File: config.mk
export PLATFORM = sky130hd
export DESIGN_NAME = button_combo_repeat_classifier_core_flat
export DESIGN_NICKNAME = d
export VERILOG_FILES = /design/src/rtl/core/bcr_pkg.sv /design/src/rtl/core/bcr_if.sv /design/src/rtl/core/button_combo_repeat_classifier_core.sv /design/src/rtl/core/bcr_step.sv /design/src/flat_wrapper.sv
export SDC_FILE = /design/constraint.sdc
export NUM_CORES = 1
export LEC_CHECK = 0
export BUFFER_PORTS_ARGS = -buffer_cell sky130_fd_sc_hd__buf_2
export CAP_MARGIN = 10
export CORE_MARGIN = 1
export CORE_UTILIZATION = 50
export DETAILED_ROUTE_END_ITERATION = 10
export PLACE_DENSITY = 0.68
export SLEW_MARGIN = 15
export SYNTH_ARGS = -nofsm -noshare
export SYNTH_HDL_FRONTEND = slang
export SYNTH_SLANG_ARGS = --single-unit
export TNS_END_PERCENT = 50
File: constraint.sdc
create_clock -name clk -period 17.5 [get_ports clk]
set_clock_uncertainty 0.2 [all_clocks]
set_input_delay 3.5 -clock clk [delete_from_list [all_inputs] [get_ports clk]]
set_output_delay 3.5 -clock clk [all_outputs]
set_load 0.005 [all_outputs]
File: src/rtl/core/bcr_pkg.sv
// Shared types and constants for the button combination repeat classifier.
package bcr_pkg;

    localparam int HOLD_W  = 16;
    localparam int RPT_W   = 8;
    localparam int CODE_W  = 4;
    localparam int CFG_IDX_W  = 3;
    localparam int CFG_DATA_W = 16;

    // Configuration register indexes
    localparam logic [CFG_IDX_W-1:0] CFG_INITIAL_DELAY = 3'd0;
    localparam logic [CFG_IDX_W-1:0] CFG_SLOW_RATE     = 3'd1;
    localparam logic [CFG_IDX_W-1:0] CFG_FAST_RATE     = 3'd2;
    localparam logic [CFG_IDX_W-1:0] CFG_FAST_THRESH   = 3'd3;
    localparam logic [CFG_IDX_W-1:0] CFG_LONG_THRESH   = 3'd4;

    // Configuration reset values
    localparam logic [RPT_W-1:0]  RST_INITIAL_DELAY = 8'd6;
    localparam logic [RPT_W-1:0]  RST_SLOW_RATE     = 8'd8;
    localparam logic [RPT_W-1:0]  RST_FAST_RATE     = 8'd2;
    localparam logic [HOLD_W-1:0] RST_FAST_THRESH   = 16'd40;
    localparam logic [HOLD_W-1:0] RST_LONG_THRESH   = 16'd60;

    // Operation codes
    localparam logic OP_CHANGE = 1'b0;
    localparam logic OP_TICK   = 1'b1;

    // Event codes
    localparam logic [CODE_W-1:0] EV_ALL        = 4'd0;
    localparam logic [CODE_W-1:0] EV_B1B2_LONG  = 4'd1;
    localparam logic [CODE_W-1:0] EV_B3B1       = 4'd2;
    localparam logic [CODE_W-1:0] EV_B3B2       = 4'd3;
    localparam logic [CODE_W-1:0] EV_B1         = 4'd4;
    localparam logic [CODE_W-1:0] EV_B2         = 4'd5;
    localparam logic [CODE_W-1:0] EV_B3_LONG    = 4'd6;
    localparam logic [CODE_W-1:0] EV_B3_SHORT   = 4'd7;
    localparam logic [CODE_W-1:0] EV_B1B2_SHORT = 4'd8;
    localparam logic [CODE_W-1:0] EV_RELEASED   = 4'd9;

    localparam logic [HOLD_W-1:0] HOLD_MAX = {HOLD_W{1'b1}};

    typedef struct packed {
        logic [RPT_W-1:0]  initial_delay;
        logic [RPT_W-1:0]  slow_rate;
        logic [RPT_W-1:0]  fast_rate;
        logic [HOLD_W-1:0] fast_thresh;
        logic [HOLD_W-1:0] long_thresh;
    } cfg_t;

    typedef struct packed {
        logic              armed;
        logic [2:0]        held;
        logic [HOLD_W-1:0] hold_count;
        logic [RPT_W-1:0]  repeat_count;
        logic              long_flag;
        logic              fast_flag;
    } state_t;

    typedef struct packed {
        logic operation;
        logic button_one;
        logic button_two;
        logic button_three;
    } item_t;

    typedef struct packed {
        logic              fire;
        logic [CODE_W-1:0] event_code;
        logic              fast_mode;
    } result_t;

endpackage

File: src/rtl/core/bcr_if.sv
// Channel interfaces: input items, result items and configuration writes.
interface bcr_in_if;
    logic valid;
    logic ready;
    logic operation;
    logic button_one;
    logic button_two;
    logic button_three;

    modport source (output valid, operation, button_one, button_two, button_three,
                    input ready);
    modport sink   (input valid, operation, button_one, button_two, button_three,
                    output ready);
endinterface

interface bcr_out_if;
    logic       valid;
    logic       ready;
    logic [3:0] event_code;
    logic       fast_mode;

    modport source (output valid, event_code, fast_mode, input ready);
    modport sink   (input valid, event_code, fast_mode, output ready);
endinterface

interface bcr_cfg_if;
    logic        valid;
    logic        ready;
    logic [2:0]  reg_index;
    logic [15:0] wdata;

    modport source (output valid, reg_index, wdata, input ready);
    modport sink   (input valid, reg_index, wdata, output ready);
endinterface

File: src/rtl/core/button_combo_repeat_classifier_core.sv
// Top level of the three-button combination, long-press and auto-repeat classifier.
//
// Channels:
//   in_ch  - input beats: operation (0 = change, arms the tick timer;
//            1 = tick) and the three pressed levels.
//   out_ch - result beats: event_code and fast_mode. A tick that fires no
//            event, a change beat and a tick while disarmed give no beat.
//   cfg    - register writes by index (0 initial delay, 1 slow rate,
//            2 fast rate, 3 fast threshold, 4 long threshold); always ready.
//            Write only while the block is idle.
// Path: an accepted input beat is captured in the input register, then its
// result lands in the output register. Throughput: one beat per cycle while
// out_ch does not stall; the per-beat work is a few compares and increments
// between the input and output registers.
// Stall: when out_ch is not ready the output register holds its beat; the
// input register still drains if its beat makes no result, else it holds and
// in_ch.ready drops. Every state change is committed as the input register
// advances, so stalls never lose or repeat work.
// Reset: all tracking state clears, the block is disarmed and the
// configuration registers return to their defaults (6, 8, 2, 40, 60).
module button_combo_repeat_classifier_core (
    input logic           clk,
    input logic           rst_n,
    bcr_in_if.sink        in_ch,
    bcr_out_if.source     out_ch,
    bcr_cfg_if.sink       cfg
);
    import bcr_pkg::*;

    cfg_t    cfg_reg;
    state_t  state_reg;
    state_t  state_next;
    item_t   item_reg;
    logic    item_valid_reg;
    result_t step_res;
    logic    out_valid_reg;
    logic [CODE_W-1:0] out_code_reg;
    logic    out_fast_reg;
    logic    out_free;
    logic    item_adv;

    // Output register is free when empty or being drained this cycle.
    assign out_free = !out_valid_reg || out_ch.ready;
    // Advance the input register when its beat has somewhere to go.
    assign item_adv = item_valid_reg && (out_free || !step_res.fire);
    assign in_ch.ready = !item_valid_reg || item_adv;
    assign cfg.ready = 1'b1;

    assign out_ch.valid      = out_valid_reg;
    assign out_ch.event_code = out_code_reg;
    assign out_ch.fast_mode  = out_fast_reg;

    bcr_step u_step (
        .cfg  (cfg_reg),
        .cur  (state_reg),
        .item (item_reg),
        .nxt  (state_next),
        .res  (step_res)
    );

    // Configuration registers
    always_ff @(posedge clk or negedge rst_n)
    begin
        if (!rst_n)
        begin
            cfg_reg.initial_delay <= RST_INITIAL_DELAY;
            cfg_reg.slow_rate     <= RST_SLOW_RATE;
            cfg_reg.fast_rate     <= RST_FAST_RATE;
            cfg_reg.fast_thresh   <= RST_FAST_THRESH;
            cfg_reg.long_thresh   <= RST_LONG_THRESH;
        end
        else if (cfg.valid && cfg.ready)
        begin
            unique case (cfg.reg_index)
                CFG_INITIAL_DELAY: cfg_reg.initial_delay <= cfg.wdata[RPT_W-1:0];
                CFG_SLOW_RATE:     cfg_reg.slow_rate     <= cfg.wdata[RPT_W-1:0];
                CFG_FAST_RATE:     cfg_reg.fast_rate     <= cfg.wdata[RPT_W-1:0];
                CFG_FAST_THRESH:   cfg_reg.fast_thresh   <= cfg.wdata;
                CFG_LONG_THRESH:   cfg_reg.long_thresh   <= cfg.wdata;
                default: ; // drop writes to unused indexes
            endcase
        end
    end

    // Input register: capture a beat whenever the slot frees up.
    always_ff @(posedge clk or negedge rst_n)
    begin
        if (!rst_n)
            item_valid_reg <= 1'b0;
        else if (in_ch.ready)
            item_valid_reg <= in_ch.valid;
    end

    always_ff @(posedge clk)
    begin
        if (in_ch.valid && in_ch.ready)
        begin
            item_reg.operation    <= in_ch.operation;
            item_reg.button_one   <= in_ch.button_one;
            item_reg.button_two   <= in_ch.button_two;
            item_reg.button_three <= in_ch.button_three;
        end
    end

    // Tracking state commits as the input beat advances.
    always_ff @(posedge clk or negedge rst_n)
    begin
        if (!rst_n)
            state_reg <= '0;
        else if (item_adv)
            state_reg <= state_next;
    end

    // Output register
    always_ff @(posedge clk or negedge rst_n)
    begin
        if (!rst_n)
            out_valid_reg <= 1'b0;
        else if (item_adv && step_res.fire)
            out_valid_reg <= 1'b1;
        else if (out_ch.ready)
            out_valid_reg <= 1'b0;
    end

    always_ff @(posedge clk)
    begin
        if (item_adv && step_res.fire)
        begin
            out_code_reg <= step_res.event_code;
            out_fast_reg <= step_res.fast_mode;
        end
    end

    // Disarmed means nothing is being tracked.
    a_disarmed_clear: assert property (@(posedge clk) disable iff (!rst_n)
        !state_reg.armed |-> (state_reg.hold_count == '0) && (state_reg.held == 3'b000))
        else $error("tracking state left while disarmed");

    // No hold ticks means no flags and no repeat progress.
    a_idle_flags: assert property (@(posedge clk) disable iff (!rst_n)
        (state_reg.hold_count == '0) |->
            !state_reg.long_flag && !state_reg.fast_flag && (state_reg.repeat_count == '0))
        else $error("flags set without any hold tick");

    // Release events always report fast mode off.
    a_release_fast: assert property (@(posedge clk) disable iff (!rst_n)
        out_valid_reg && ((out_code_reg == EV_B3_SHORT) || (out_code_reg == EV_B1B2_SHORT)
            || (out_code_reg == EV_RELEASED)) |-> !out_fast_reg)
        else $error("release event with fast mode set");

    // A firing beat that advances lands in the output register.
    a_fire_lands: assert property (@(posedge clk) disable iff (!rst_n)
        (item_adv && step_res.fire) |=> out_valid_reg)
        else $error("fired result lost");

endmodule

File: src/rtl/core/bcr_step.sv
// Next-state and event logic for one input item.
module bcr_step (
    input  bcr_pkg::cfg_t    cfg,
    input  bcr_pkg::state_t  cur,
    input  bcr_pkg::item_t   item,
    output bcr_pkg::state_t  nxt,
    output bcr_pkg::result_t res
);
    import bcr_pkg::*;

    logic [2:0]        btn;
    logic [HOLD_W-1:0] hold_inc;
    logic [RPT_W-1:0]  rpt_inc;
    logic              long_upd;
    logic              fast_upd;
    logic [RPT_W-1:0]  rate;
    logic              fire;

    assign btn      = {item.button_three, item.button_two, item.button_one};
    assign hold_inc = (cur.hold_count == HOLD_MAX) ? cur.hold_count
                                                   : cur.hold_count + 1'b1;
    assign rpt_inc  = cur.repeat_count + 1'b1;
    assign long_upd = cur.long_flag | (hold_inc > cfg.long_thresh);
    assign fast_upd = cur.fast_flag | (hold_inc > cfg.fast_thresh);
    assign rate     = fast_upd ? cfg.fast_rate : cfg.slow_rate;
    assign fire     = (hold_inc == HOLD_W'(1))
                   || ((rpt_inc >= cfg.initial_delay) && (rpt_inc >= rate));

    always_comb
    begin
        nxt = cur;
        res = '0;
        if (item.operation == OP_CHANGE)
        begin
            nxt.armed = 1'b1;
        end
        else if (cur.armed && (btn != 3'b000))
        begin
            nxt.held         = btn;
            nxt.hold_count   = hold_inc;
            nxt.repeat_count = fire ? '0 : rpt_inc;
            nxt.long_flag    = long_upd;
            nxt.fast_flag    = fast_upd;
            res.fast_mode    = fast_upd;
            if (fire)
            begin
                priority if (btn == 3'b111)
                begin
                    res.fire = 1'b1;
                    res.event_code = EV_ALL;
                end
                else if (btn == 3'b011)
                begin
                    // pair of first two buttons reports only once long
                    res.fire = long_upd;
                    res.event_code = EV_B1B2_LONG;
                    nxt.long_flag = 1'b0;
                end
                else if (btn == 3'b101)
                begin
                    res.fire = 1'b1;
                    res.event_code = EV_B3B1;
                end
                else if (btn == 3'b110)
                begin
                    res.fire = 1'b1;
                    res.event_code = EV_B3B2;
                end
                else if (btn[0])
                begin
                    res.fire = 1'b1;
                    res.event_code = EV_B1;
                end
                else if (btn[1])
                begin
                    res.fire = 1'b1;
                    res.event_code = EV_B2;
                end
                else
                begin
                    res.fire = long_upd;
                    res.event_code = EV_B3_LONG;
                    nxt.long_flag = 1'b0;
                end
            end
        end
        else if (cur.armed)
        begin
            // release: classify what was held, then clear and disarm
            res.fire = 1'b1;
            priority if ((cur.held == 3'b100) && !cur.long_flag)
                res.event_code = EV_B3_SHORT;
            else if ((cur.held[1:0] == 2'b11) && !cur.long_flag)
                res.event_code = EV_B1B2_SHORT;
            else
                res.event_code = EV_RELEASED;
            nxt = '0;
        end
    end

endmodule
File: src/flat_wrapper.sv
// flat-port wrapper written by rule: the top's interface ports become plain ports
module button_combo_repeat_classifier_core_flat import bcr_pkg::*;
  (clk, rst_n, in_ch_valid, in_ch_operation, in_ch_button_one, in_ch_button_two, in_ch_button_three, in_ch_ready, out_ch_valid, out_ch_event_code, out_ch_fast_mode, out_ch_ready, cfg_valid, cfg_reg_index, cfg_wdata, cfg_ready);
  bcr_in_if in_ch_i ();
  bcr_out_if out_ch_i ();
  bcr_cfg_if cfg_i ();
  input logic clk;
  input logic rst_n;
  input wire logic [$bits(in_ch_i.valid)-1:0] in_ch_valid;
  input wire logic [$bits(in_ch_i.operation)-1:0] in_ch_operation;
  input wire logic [$bits(in_ch_i.button_one)-1:0] in_ch_button_one;
  input wire logic [$bits(in_ch_i.button_two)-1:0] in_ch_button_two;
  input wire logic [$bits(in_ch_i.button_three)-1:0] in_ch_button_three;
  output wire logic [$bits(in_ch_i.ready)-1:0] in_ch_ready;
  output wire logic [$bits(out_ch_i.valid)-1:0] out_ch_valid;
  output wire logic [$bits(out_ch_i.event_code)-1:0] out_ch_event_code;
  output wire logic [$bits(out_ch_i.fast_mode)-1:0] out_ch_fast_mode;
  input wire logic [$bits(out_ch_i.ready)-1:0] out_ch_ready;
  input wire logic [$bits(cfg_i.valid)-1:0] cfg_valid;
  input wire logic [$bits(cfg_i.reg_index)-1:0] cfg_reg_index;
  input wire logic [$bits(cfg_i.wdata)-1:0] cfg_wdata;
  output wire logic [$bits(cfg_i.ready)-1:0] cfg_ready;
  assign in_ch_i.valid = in_ch_valid;
  assign in_ch_i.operation = in_ch_operation;
  assign in_ch_i.button_one = in_ch_button_one;
  assign in_ch_i.button_two = in_ch_button_two;
  assign in_ch_i.button_three = in_ch_button_three;
  assign in_ch_ready = in_ch_i.ready;
  assign out_ch_valid = out_ch_i.valid;
  assign out_ch_event_code = out_ch_i.event_code;
  assign out_ch_fast_mode = out_ch_i.fast_mode;
  assign out_ch_i.ready = out_ch_ready;
  assign cfg_i.valid = cfg_valid;
  assign cfg_i.reg_index = cfg_reg_index;
  assign cfg_i.wdata = cfg_wdata;
  assign cfg_ready = cfg_i.ready;
  button_combo_repeat_classifier_core u_core (.clk(clk), .rst_n(rst_n), .in_ch(in_ch_i), .out_ch(out_ch_i), .cfg(cfg_i));
endmodule
; ---- After elaboration in Yosys (flattened, before gate mapping)
; Index checks and enable logic that the tools add are counted.
[totals]
register_bits = 97
output_inout_bits = 8
elab_cells = 96
[classes]
n_addsub = 2
magnitude_cmp = 4
eq_ne = 13
n_mux = 29
bitwise_logic = 2
reduce_logical = 27
[ops]
columns = operator, count
row1 = 29-bit two-way mux, 2
row2 = 5-bit two-way mux, 9
row3 = 16-bit greater-than comparator, 2
row4 = "16-bit by 1-bit adder with 16-bit output, second input constant", 1
row5 = "16-bit by 1-bit == test with 1-bit output, second input constant", 1
row6 = "16-bit == test, second input constant", 1
row7 = 8-bit >= comparator, 2
row8 = 16-bit two-way mux, 1
row9 = 8-bit two-way mux, 2
row10 = "3-bit == test, second input constant", 5
row11 = 2-bit AND reduction, 7
row12 = 1-bit two-way mux, 13
row13 = "3-bit by 2-bit == test with 1-bit output, second input constant", 3
row14 = "8-bit by 1-bit adder with 8-bit output, second input constant", 1
row15 = 1-bit logical AND, 7
row16 = 6-bit two-way mux, 1
row17 = 1-bit zero test, 4
row18 = 1-bit logical OR, 4
row19 = 4-bit two-way mux, 1
row20 = 2-bit nonzero test, 2
row21 = "3-bit by 1-bit == test with 1-bit output, second input constant", 1
row22 = 3-bit zero test, 1
row23 = 3-bit AND reduction, 1
row24 = 3-bit nonzero test, 1
row25 = 3 further kinds, 4

; ---- Logic depth before layout (Yosys ltp)
[logic_depth]
depth_word = 18
mapped_depth = 27
depth_no_buf = 23

; ---- Cells and area by module
; A second synthesis with hierarchy kept.
[unflattened]
hier_cells = 666
hier_area_um2 = 6720.2
[by_module_without_submodules]
columns = mod, instances, cells_each, area_each_um2, seq_area_each_um2
row1 = button_combo_repeat_classifier_core, 1, 314, 4206.5, 2484.9
row2 = bcr_step, 1, 352, 2513.7, 0.0

; ---- Worst setup path before layout
; Ideal clock, no wire load.
[synth_timing]
path_type = flip-flop to output port
from = register u_core.state_reg[10] in the netlist's numbering
to = output in_ch_ready
arrival_ps = 5058
t_required_ps = 13800
slack_ps = 8742
stages_incl_launch_ff = 25
path_buffers = 3
cell_sequence = dfrtp_1 > ha_1 > and4_1 > buf_4 > nand2_1 > nor3_1 > nor3_1 > xnor2_1 > ha_1 > a21o_1 > a211oi_1 > o21ai_0 > o31ai_1 > buf_1 > mux2_2 > ha_1 > nand2b_1 > a211oi_1 > o21ai_0 > o211ai_1 > o21ai_0 > a21o_1 > buf_6 > and2_2 > nand2_1
[synth_via]
elab_chain_len = 17
elab_cells_between_ends = 25
classes_between = add/sub: 1 / order compare: 3 / eq/ne: 2 / mux: 11 / bitwise: 2 / reduce/logical: 6
[synth_lines]
columns = element, line
row1 = "start, declared", button_combo_repeat_classifier_core.sv:31  ; state_t state_reg;
row2 = "start signal, assigned", button_combo_repeat_classifier_core.sv:111  ; state_reg <= state_next;
row3 = 16-bit by 1-bit adder with 16-bit output or 16-bit == test (tied branches), "bcr_step.sv:21, bcr_step.sv:20"
row4 = 16-bit two-way mux (*), bcr_step.sv:20  ; assign hold_inc = (cur.hold_count == HOLD_MAX) ? cur.hold_count
row5 = branches (longest 8 deep; another with 16-bit greater-than comparator), n/a
row6 = 5-bit two-way mux (*), bcr_step.sv:45  ; if (fire)
row7 = 5-bit two-way mux (*), bcr_step.sv:37  ; else if (cur.armed && (btn != 3'b000))
row8 = 6-bit two-way mux (*), bcr_step.sv:33  ; if (item.operation == OP_CHANGE)
row9 = 1-bit zero test (*), button_combo_repeat_classifier_core.sv:45  ; assign item_adv = item_valid_reg && (out_free || !step_res.fire);
row10 = 1-bit logical OR (*), button_combo_repeat_classifier_core.sv:45
row11 = 1-bit logical AND (*), button_combo_repeat_classifier_core.sv:45
row12 = 1-bit logical OR (*), button_combo_repeat_classifier_core.sv:46  ; assign in_ch.ready = !item_valid_reg || item_adv;
row13 = "end, declared", flat_wrapper.sv:14  ; output wire logic [$bits(in_ch_i.ready)-1:0] in_ch_ready;
; Every way passes the cells marked *.

; ---- Worst setup path in the final report
; Same ends and word-level chain as after synthesis.

==> results.tsv <==
metric	value	unit
holdCritPathClass	reg2reg	
cts-htree-levels	3	
whs	0.308	ns
total_routing_usage_reported_by_global_routing	23.5	%
tns	0	ns
route.detailed.wl_per_inst	17.5	microns
cts-hold-fix-buffers	0	
postLayoutCoreUtil	56.6	%
worst_skew_pair.late_latency	0.35	ns
power.density	129	nW/um^2
slowest_delay	0.90	ns
drt_iter0_markers	244	
place.detailed.hpwl	10200	microns
nNetsFinal	705	
minimum_clock_period_after_layout	10.43	ns
cap_violations	0	
path_clk_slew	0.07	ns
fillCellCount	1039	
final-max-slew-violation-count	0	
grt.overflow.total	0	
synth.yosys.warnings	0	
violated_checks	DRC	
maxSlewHeadroom	24.7	%
synth_edf_count	9	
dp.cells	759	
synth_seq_area_share	41.3	%
route.antenna.remaining_nets	0	
totalPowerFinal	843	uW
initial_utilization	52.0	%
finalHoldViolations	0	
reg2regPathDepth	21	
drive_gt1_share	19.6	%
antenna-diode-count	0	
globalplace.congestion	0.936	
die-height	112	microns
worst_setup_end_kind	output port	
portBuffers	34	
via_count	4494	
critical-path-slowest-cell	sky130_fd_sc_hd__o31ai_2	
via_count_of_the_first_global_routing_pass	4452	
fp.dieArea	12500	sq um
worstPathArrival	6.73	ns
placeableCoreArea	11600	sq um
area_growth	8.86	%
place_ws	7.49	ns
setup-violations-final	0	
drc	2	
timing.critical_path.from_type	flop	
async_flop_share	90.7	%
antenna_violations_before_repair	0	
grt_setup_unrepaired	no	
boundaryPins	36	
area.sequential	2480	sq um
post_cts.repair.setup_buffers	0	
timing_worst_slew_pin_value	1.12	ns
clkSinkCount	97	
mappedNetlistArea	6020	sq um
synthesis.instances	600	
peakVddDrop	65.1	uV
power_leakage	3.02	nW
hold_path_depth	1	
clockBufferDepth	2	
crit_required	13.80	ns
critical_path.cell_chain	ha_1 > and4_1 > nand2_1 > nor3_1 > nor3_1 > xnor2_1 > ha_1 > a21o_1 > a211oi_1 > o21ai_0 > o31ai_2 > mux2_2 > ha_1 > nand2b_1 > a211oi_1 > o21ai_0 > o211ai_1 > o21ai_0 > a21o_1 > and2_2 > nand2_1 > buf_2	
timing.fmax	95.9	MHz
finalNonFillerCells	775	
largest_register_ff_count	56	
maximum_fanout_encountered_on_the_critical_timing_path	10	
rows	39	
run_status	finished with violations	
cts_made_buffers	9	
netlist-cell-type-count	68	
multi_input_comb_area	3160	sq um
netlist.top_cell.by_area	sky130_fd_sc_hd__dfrtp_1	
placement.cell_area	6250	sq um
synth_fp_nets	678	
synth.top_cells.by_area	sky130_fd_sc_hd__dfrtp_1 (32%), sky130_fd_sc_hd__ha_1 (10%), sky130_fd_sc_hd__mux2_2 (7.9%)	
clock_tree_from_tritoncts	done	
floorplan.die.width	112	microns
detail_route.wirelength	13500	microns
critPathKind	reg2out	
grt_first_pass_wirelength	22800	microns
yosys_register_bits	97	
worst_slack	7.07	ns
final_cell_area	6550	sq um
postCtsResizedCells	0	
syn-mean-instance-area	10.0	sq um
yosysTopAreaCellShare	32.4	%
detail_route.first_pass.iterations	7	
post-route-period-util	59.6	%
route.detailed.vias_per_inst	5.80	
cts-root-buf	sky130_fd_sc_hd__clkbuf_16	
grt_max_degree	61	
ys.flop_type	sky130_fd_sc_hd__dfrtp_1	
## where the power goes
| group | total [mW] | internal, mW | switching [mW] |
|---|---|---|---|
| Combinational | 0.313 | 0.142 | 0.172 |
| Sequential | 0.326 | 0.281 | 0.0451 |
| Clock | 0.205 | 0.119 | 0.0853 |
| Total | 0.843 | 0.542 | 0.302 |
## critical path, delay by kind of cell (launching register included)
family	cells	cell delay (ns)
multiplexers	1	0.43
AND/OR/NAND/NOR	7	1.76
XOR/XNOR	1	0.29
AO/OA/AOI/OAI	9	2.47
adder cells (fa/ha/maj)	3	0.84
buffers and inverters	1	0.10
flip-flops	1	0.47
## final timing paths
path | from | slack [ns] | to
max in group asynchronous | rst_n | 13.12 | u_core.state_reg[28]$_DFFE_PN0P_
worst max-delay path | u_core.state_reg[10]$_DFFE_PN0P_ | 7.07 | in_ch_ready
worst min-delay path | u_core.cfg_reg[40]$_DFFE_PN0P_ | 0.31 | u_core.cfg_reg[40]$_DFFE_PN0P_
worst max register to register | u_core.state_reg[10]$_DFFE_PN0P_ | 9.77 | u_core.out_ch.event_code[1]$_SDFFCE_PN0P_
min in group asynchronous | rst_n | 2.87 | u_core.cfg_reg[22]$_DFFE_PN0P_
worst min register to register | u_core.cfg_reg[40]$_DFFE_PN0P_ | 0.31 | u_core.cfg_reg[40]$_DFFE_PN0P_
## logic make-up after synthesis
family	share of synthesized area [%]
muxes	12.3
DFF	41.3
adders and majority gates	10.4
other	0.0623
xor gates and xnor gates	2.04
buffers and inverters	6.30
and+or+nand+nor	14.9
AOI/OAI and AO/OA	12.7
## cell usage after synthesis (7+ instances only)
master	count
sky130_fd_sc_hd__dfstp_2	10
sky130_fd_sc_hd__dfrtp_1	78
sky130_fd_sc_hd__nand2_1	63
sky130_fd_sc_hd__mux2i_1	22
sky130_fd_sc_hd__xnor2_1	12
sky130_fd_sc_hd__inv_1	60
sky130_fd_sc_hd__o21a_1	7
sky130_fd_sc_hd__o21ai_0	39
sky130_fd_sc_hd__a21oi_1	17
sky130_fd_sc_hd__edfxtp_1	9
sky130_fd_sc_hd__clkbuf_1	9
sky130_fd_sc_hd__nand3_1	18
sky130_fd_sc_hd__a21o_1	7
sky130_fd_sc_hd__nand4_1	17
sky130_fd_sc_hd__nor3_1	12
sky130_fd_sc_hd__nor2_1	20
sky130_fd_sc_hd__mux2_2	42
sky130_fd_sc_hd__ha_1	50
## final cells by class
type | count | share of cell area [%]
inverters | 60 | 3.44
flip-flops and latches | 97 | 37.9
clock buffers | 14 | 4.03
repair buffers | 37 | 2.98
multi-input cells | 422 | 48.3
well taps | 143 | 2.73
clock inverters | 2 | 0.592
## metal layers
layer / vias to the layer above / part of all wire [%] / GRT usage [%]
li1: 2197 / - / -
met1: 2183 / 47 / 30.9
met2: 90 / 46 / 37.8
met3: 24 / 4.0 / 4.03
met4: 0 / 2.8 / 11.1
met5: - / 0 / 0
## cells in the final DEF (no fill, tap or decap), types with 7 or more instances in the layout
cell type	instances
sky130_fd_sc_hd__a21o_1	7
sky130_fd_sc_hd__a21oi_1	17
sky130_fd_sc_hd__buf_2	33
sky130_fd_sc_hd__clkbuf_16	9
sky130_fd_sc_hd__dfrtp_1	78
sky130_fd_sc_hd__dfstp_2	10
sky130_fd_sc_hd__edfxtp_1	9
sky130_fd_sc_hd__ha_1	50
sky130_fd_sc_hd__inv_1	60
sky130_fd_sc_hd__mux2_2	42
sky130_fd_sc_hd__mux2i_1	22
sky130_fd_sc_hd__nand2_1	63
sky130_fd_sc_hd__nand3_1	18
sky130_fd_sc_hd__nand4_1	17
sky130_fd_sc_hd__nor2_1	20
sky130_fd_sc_hd__nor3_1	11
sky130_fd_sc_hd__o21a_1	7
sky130_fd_sc_hd__o21ai_0	39
sky130_fd_sc_hd__xnor2_1	12
(Power assumes the default switching activity.)
